<file path="config.mk">
export PLATFORM = sky130hd
export DESIGN_NAME = tpq_ctrl
export DESIGN_NICKNAME = d
export VERILOG_FILES = /design/src/rtl/tpq_pkg.sv /design/src/rtl/tpq_ctrl.sv
export SDC_FILE = /design/constraint.sdc
export NUM_CORES = 1
export LEC_CHECK = 0
export BUFFER_PORTS_ARGS = -buffer_cell sky130_fd_sc_hd__buf_4
export CORE_AREA = 2 2 39 41
export CTS_CLUSTER_DIAMETER = 40
export DETAILED_ROUTE_END_ITERATION = 12
export DIE_AREA = 0 0 41 43
export PLACE_DENSITY = 0.4
export SETUP_SLACK_MARGIN = 0.1
export SYNTH_ARGS = -nofsm -noshare
export SYNTH_HDL_FRONTEND = slang
export SYNTH_SLANG_ARGS = --single-unit
</file>
<file path="constraint.sdc">
create_clock -name clk -period 1.1 [get_ports clk]
set_clock_uncertainty 0.05 [all_clocks]
set_input_delay 0.165 -clock clk [delete_from_list [all_inputs] [get_ports clk]]
set_output_delay 0.165 -clock clk [all_outputs]
set_load 0.1 [all_outputs]
</file>
<file path="src/rtl/tpq_pkg.sv">
package tpq_pkg;

  localparam int QUEUE_DEPTH = 64;
  localparam int IDX_W = (QUEUE_DEPTH > 1) ? $clog2(QUEUE_DEPTH) : 1;
  localparam int CNT_W = $clog2(QUEUE_DEPTH + 1);
  localparam int POS_W = 6;
  localparam int TOTAL_W = 7;
  localparam int MS_PER_SECOND = 1000;

  localparam logic [1:0] ST_OK = 2'd0;
  localparam logic [1:0] ST_FULL = 2'd1;
  localparam logic [1:0] ST_EMPTY = 2'd2;

  localparam logic [2:0] K_INSERT = 3'd0;
  localparam logic [2:0] K_UPDATE = 3'd1;
  localparam logic [2:0] K_REMOVE = 3'd2;
  localparam logic [2:0] K_POP = 3'd3;
  localparam logic [2:0] K_TICK = 3'd4;

  typedef struct packed {
    logic latch;
    logic prep;
    logic exec;
    logic ins;
  } cmd_t;

  typedef struct packed {
    logic needs_ins;
  } stat_t;

endpackage

</file>
<file path="src/rtl/tpq_ctrl.sv">
module tpq_ctrl (
  input  logic          clk,
  input  logic          rst_n,
  input  logic          start,
  output logic          busy,
  output logic          out_strobe,
  output tpq_pkg::cmd_t cmd,
  input  tpq_pkg::stat_t stat
);

  typedef enum logic [2:0] {S_IDLE, S_PREP, S_EXEC, S_INS, S_DONE} state_t;

  state_t state_r;
  logic   strobe_r;

  always_ff @(posedge clk) begin
    if (!rst_n) begin
      state_r <= S_IDLE;
      strobe_r <= 1'b0;
    end else begin
      strobe_r <= 1'b0;
      case (state_r)
        S_IDLE: if (start) state_r <= S_PREP;
        S_PREP: state_r <= S_EXEC;
        S_EXEC: begin
          if (stat.needs_ins) begin
            state_r <= S_INS;
          end else begin
            state_r <= S_DONE;
            strobe_r <= 1'b1;
          end
        end
        S_INS: begin
          state_r <= S_DONE;
          strobe_r <= 1'b1;
        end
        S_DONE: state_r <= S_IDLE;
        default: state_r <= S_IDLE;
      endcase
    end
  end

  assign busy = (state_r != S_IDLE);
  assign out_strobe = strobe_r;
  assign cmd.latch = (state_r == S_IDLE) && start;
  assign cmd.prep = (state_r == S_PREP);
  assign cmd.exec = (state_r == S_EXEC);
  assign cmd.ins = (state_r == S_INS);

endmodule

</file>
# Yosys cells after proc, flatten, opt, wreduce, memory -nomap -nowiden
# Cells that the tools add are included.
[word_totals] reg_bits=4 input_bits=4 out_inout_bits=6 elab_cells=14
[op_classes] n_eq_ne=4 mux=5 reduce_logical=3
[op_table] cell="3-bit case mux with 4 select lines" count=1
[op_table] cell="3-bit by 2-bit equality test with 1-bit output (second input constant)" count=2
[op_table] cell="3-bit 2-to-1 mux" count=2
[op_table] cell="3-bit by 1-bit equality test with 1-bit output (second input constant)" count=1
[op_table] cell="3-bit logical NOT" count=1
[op_table] cell="3-bit nonzero test" count=1
[op_table] cell="2-bit inequality test (second input constant)" count=1
[op_table] cell="1-bit case mux with 2 select lines" count=1
[op_table] cell="1-bit logical AND" count=1
[op_table] cell="1-bit 2-to-1 mux" count=1

# Depth between registers and ports, before layout
[depth] word_depth=2 ltp_mapped=3 ltp_nobuf=2

# Worst setup path before layout
# OpenSTA, ideal clock, no wires.
[synth_timing] kind="register -> output" startpoint="register state_r[0]" endpoint="output port cmd[2] in the netlist's numbering" t_arrival_ns=2.629 slack_ns=-1.744 stages_incl_launch_ff=2 path_buffers=0 cell_sequence="dfxtp_1 -> nor3b_1"
[synth_lines] item="start, declared" line_no="tpq_ctrl.sv:13" rtl="state_t state_r;"
[synth_lines] item="start signal, assigned" line_no="tpq_ctrl.sv:18" rtl="state_r <= S_IDLE;"
[synth_lines] item="start signal, assigned" line_no="tpq_ctrl.sv:23" rtl="S_IDLE: if (start) state_r <= S_PREP;"
[synth_lines] item="start signal, assigned" line_no="tpq_ctrl.sv:24" rtl="S_PREP: state_r <= S_EXEC;"
[synth_lines] item="end, declared" line_no="tpq_ctrl.sv:7" rtl="output tpq_pkg::cmd_t cmd,"

==> reports/qor.txt <==
========================================================================================
Peak supply drop                                                                0.487 mV
Nets@finish                                                                           40
Result of the run                                                           finished with violations
Root Buffer Master                                                          sky130_fd_sc_hd__clkbuf_4
Global routing met1 resource utilization                                           9.32%
Maximum cell stage delay along the critical path                                 0.40 ns
Starting Density                                                                   14.6%
Die extent in x                                                                    41 µm
Worst setup timing slack at the placement stage                                -0.182 ns
Peak clock frequency supported by timing                                         688 MHz
Kind of critical path                                                         reg -> out
Number of violations of the max-capacitance limit                                      0
Grt met2 use                                                                       12.2%
Critical Path Start Type                                                        register
Reg2Reg Setup Slack                                                              0.15 ns
Transition time of the tightest slew-check pin                                  0.279 ns
Beginning of the critical path                                                state_r[1]
Vias in the first global route                                                       212
Avg Cell Area, Syn                                                              10.1 µm²
Slowest stage cell, crit path                                               sky130_fd_sc_hd__or3_4
Row cnt                                                                               14
Clock share of power                                                               30.8%
Worst Hold Path Cells                                                                  3
Unrepaired setup endpoints after global routing                                      yes
Violated checks                                                             negative setup slack
Reported leakage power                                                          0.170 nW
Sequential-to-total area share from yosys stat                                     39.5%
Pin count of the biggest net entering global routing                                   9
Signal arrival time at the worst endpoint                                        1.24 ns
Area of the die                                                              0.00176 mm²
Num ports                                                                             10
Routed wire per std cell                                                         10.9 µm
Number of buffers added on ports                                                       9
Min-Delay Endpoint                                                            state_r[1]
Fraction of the cycle the final worst path needs                                    132%
All-layer global routing usage                                                     8.63%
Launch point of the worst hold path                                                 stat
Clock latency reported for the late side of the worst-skew pair                  0.23 ns
Global routing usage on met3                                                       4.71%
Post-detailed-placement half-perimeter wirelength                                 374 µm
Sum of buffers and inverters on the critical path                                      1
Internal power contribution                                                     0.368 mW
Antenna-violating nets left                                                            0
Instance count of the mapped netlist                                                  20
Routability congestion estimate                                                    0.627
Final setup violating endpoints                                                        5
Pwr Density                                                                  1410 mW/mm²
Number of clock sinks                                                                  4
Starting DRC count in detailed routing                                                 2
Mapped Nets                                                                           24
Worst slew margin relative to its limit                                            81.6%
R2R Path Start                                                                state_r[1]
Final max-slew violation count                                                         0
Clock slew at reported path FFs                                                  0.04 ns
Cell Area, Synth                                                                 203 µm²
Number of detailed-route iterations in the first pass                                  2
Fill count                                                                           147
Total wire length after detailed routing                                          547 µm
First-pass GRT wire length                                                        959 µm
Number of CTS-inserted buffers                                                         3
Minimum clock period after layout                                                1.45 ns
Share of final-layout standard cells stronger than drive strength 1                70.6%
Unique cell type count in the Yosys netlist                                           13
Clock tree buffer depth                                                                2
Vias after detailed routing                                                          194
Portion of total power attributed to sequential cells                              26.8%
Relative contribution of combinational cells to total power                        42.4%
# hold bufs at CTS                                                                     0
Worst hold-check path type                                                     in -> reg
Count of inserted antenna diode cells                                                  0
Initial antenna violation count                                                        0
Area growth from synthesis to final layout                                          109%
Worst setup margin                                                             -0.353 ns
Final standard cell utilization of the core                                        30.6%
Congestion Overflow GR                                                                 0
RR Endpoint                                                                   state_r[0]
H-tree depth                                                                           1
Net Sw Power                                                                    0.228 mW
Maximum net fanout on the critical path                                                2
Total count of hold-check failures in the final report                                 0
Number of cells traversed by the worst register-to-register path                       3
Post-CTS repair timing setup buffer count                                              0
CTS tree                                                                             yes
Category of cells accounting for the largest share of critical-path delay   simple AND/OR/NAND/NOR gates
Flop and latch count out of synthesis                                                  4
Crit-path cells                                                             or3_4, nor2_4, buf_12
Sort of element at the end of the critical path                               output pin
Switching Share                                                                    38.2%
Most Used Layer, Global Route                                                       met2
Data required time at the worst endpoint                                         0.88 ns
Synth Warn #                                                                           0
Routed via count divided by cell count                                              3.88
Placeable core region                                                        0.00138 mm²
Y dimension of the die                                                             43 µm
Detailed-route DRC error count                                                         0
========================================================================================
[layout by cell type, fill, tap and decap left out]
cell type,count
sky130_fd_sc_hd__buf_4,5
sky130_fd_sc_hd__buf_12,4
sky130_fd_sc_hd__clkbuf_4,3
sky130_fd_sc_hd__dfxtp_2,3
sky130_fd_sc_hd__buf_6,3
sky130_fd_sc_hd__nor3b_4,2
sky130_fd_sc_hd__nand2b_1,2
sky130_fd_sc_hd__nor3b_1,2
sky130_fd_sc_hd__or3_4,1
sky130_fd_sc_hd__and3b_2,1
sky130_fd_sc_hd__inv_1,1
sky130_fd_sc_hd__nor2_4,1
sky130_fd_sc_hd__nor2b_1,1
sky130_fd_sc_hd__mux2i_1,1
sky130_fd_sc_hd__nor4b_2,1
sky130_fd_sc_hd__nand3b_1,1
sky130_fd_sc_hd__a21oi_1,1
sky130_fd_sc_hd__dfxtp_1,1
[worst max path at each step]
stage,end,slack (ns),cells after the start
after global routing,cmd[3],-0.40,3
after CTS,cmd[3],-0.37,3
after detailed placement,cmd[3],-0.18,3
final,cmd[3],-0.35,3
after global placement,cmd[3],-0.18,3
after floorplan,cmd[3],-0.60,3
[area by class of cell]
cell class	instances	area [µm²]	share of cell area, %
Multi-Input combinational cell	14	141	33.4
Timing Repair Buffer	12	151	35.8
Inverter	1	3.75	0.888
Sequential cell	4	83.8	19.8
Clock buffer	3	22.5	5.33
Tap cell	16	20.0	4.73
[Yosys cell counts]
cell type / count / area, µm²
sky130_fd_sc_hd__nand2b_1: 2 / 12.5
sky130_fd_sc_hd__dfxtp_1: 4 / 80.1
sky130_fd_sc_hd__nor4b_1: 1 / 8.76
sky130_fd_sc_hd__nor2b_1: 1 / 6.26
sky130_fd_sc_hd__inv_1: 1 / 3.75
sky130_fd_sc_hd__nor2_2: 1 / 6.26
sky130_fd_sc_hd__nand3b_1: 1 / 7.51
sky130_fd_sc_hd__or3_4: 1 / 11.3
sky130_fd_sc_hd__buf_6: 1 / 11.3
sky130_fd_sc_hd__nor3b_1: 4 / 30.0
sky130_fd_sc_hd__and3b_2: 1 / 10.0
sky130_fd_sc_hd__mux2i_1: 1 / 10.0
sky130_fd_sc_hd__a21oi_1: 1 / 5.00
[power by group through the flow]
| stage | Sequential (mW) | Combinational, mW | Clock, mW |
|---|---|---|---|
| 3_5_place_dp | 0.160 | 0.218 | 0 |
| 6_report | 0.160 | 0.253 | 0.184 |
| 4_1_cts | 0.159 | 0.251 | 0.194 |
| 2_1_floorplan | 0.171 | 0.163 | 0 |
| 5_1_grt | 0.161 | 0.263 | 0.207 |
| 3_3_place_gp | 0.159 | 0.217 | 0 |
[through the flow]
step,cells,setup TNS (ns),hold WS (ns),instance area [µm²],power (mW)
after detailed placement,47,-0.499,0.417,330,0.377
after global placement,47,-0.471,0.412,330,0.376
after floorplan,20,-1.59,0.275,231,0.334
after CTS,50,-1.46,0.162,417,0.604
final,50,-1.41,0.181,423,0.596
after global routing,50,-1.66,0.183,423,0.630
[state kept, by name (all words and copies together) (netlist names)]
signal / flops
out_strobe: 1
state_r: 3
[tightest hold or removal path: cells and delay by family]
| kind | cells | cell delay, ns |
|---|---|---|
| buffers and inverters | 1 | 0.12 |
| and+or+nand+nor | 1 | 0.08 |
| AOI/OAI and AO/OA | 1 | 0.06 |
[routing by layer]
metal  part of all wire [%]  wire [µm]
met1                     37        204
met2                     58        317
met3                    4.6         25
met4                      0          0
met5                      0          0
[repair_timing]
item | 4_1_cts | 5_1_grt
resized for setup | 17 | 1
endpoints found under the setup margin | 6 | 6
pin swaps | 1 | 0
[cells by family after synthesis]
| group | after synthesis | synth area share, % |
|---|---|---|
| multiplexers | 1 | 4.94 |
| AO/OA/AOI/OAI | 1 | 2.47 |
| buffers and inverters | 2 | 7.41 |
| AND/OR/NAND/NOR | 12 | 45.7 |
| flip-flops | 4 | 39.5 |
Note: power is estimated with default switching activity, not from simulation.
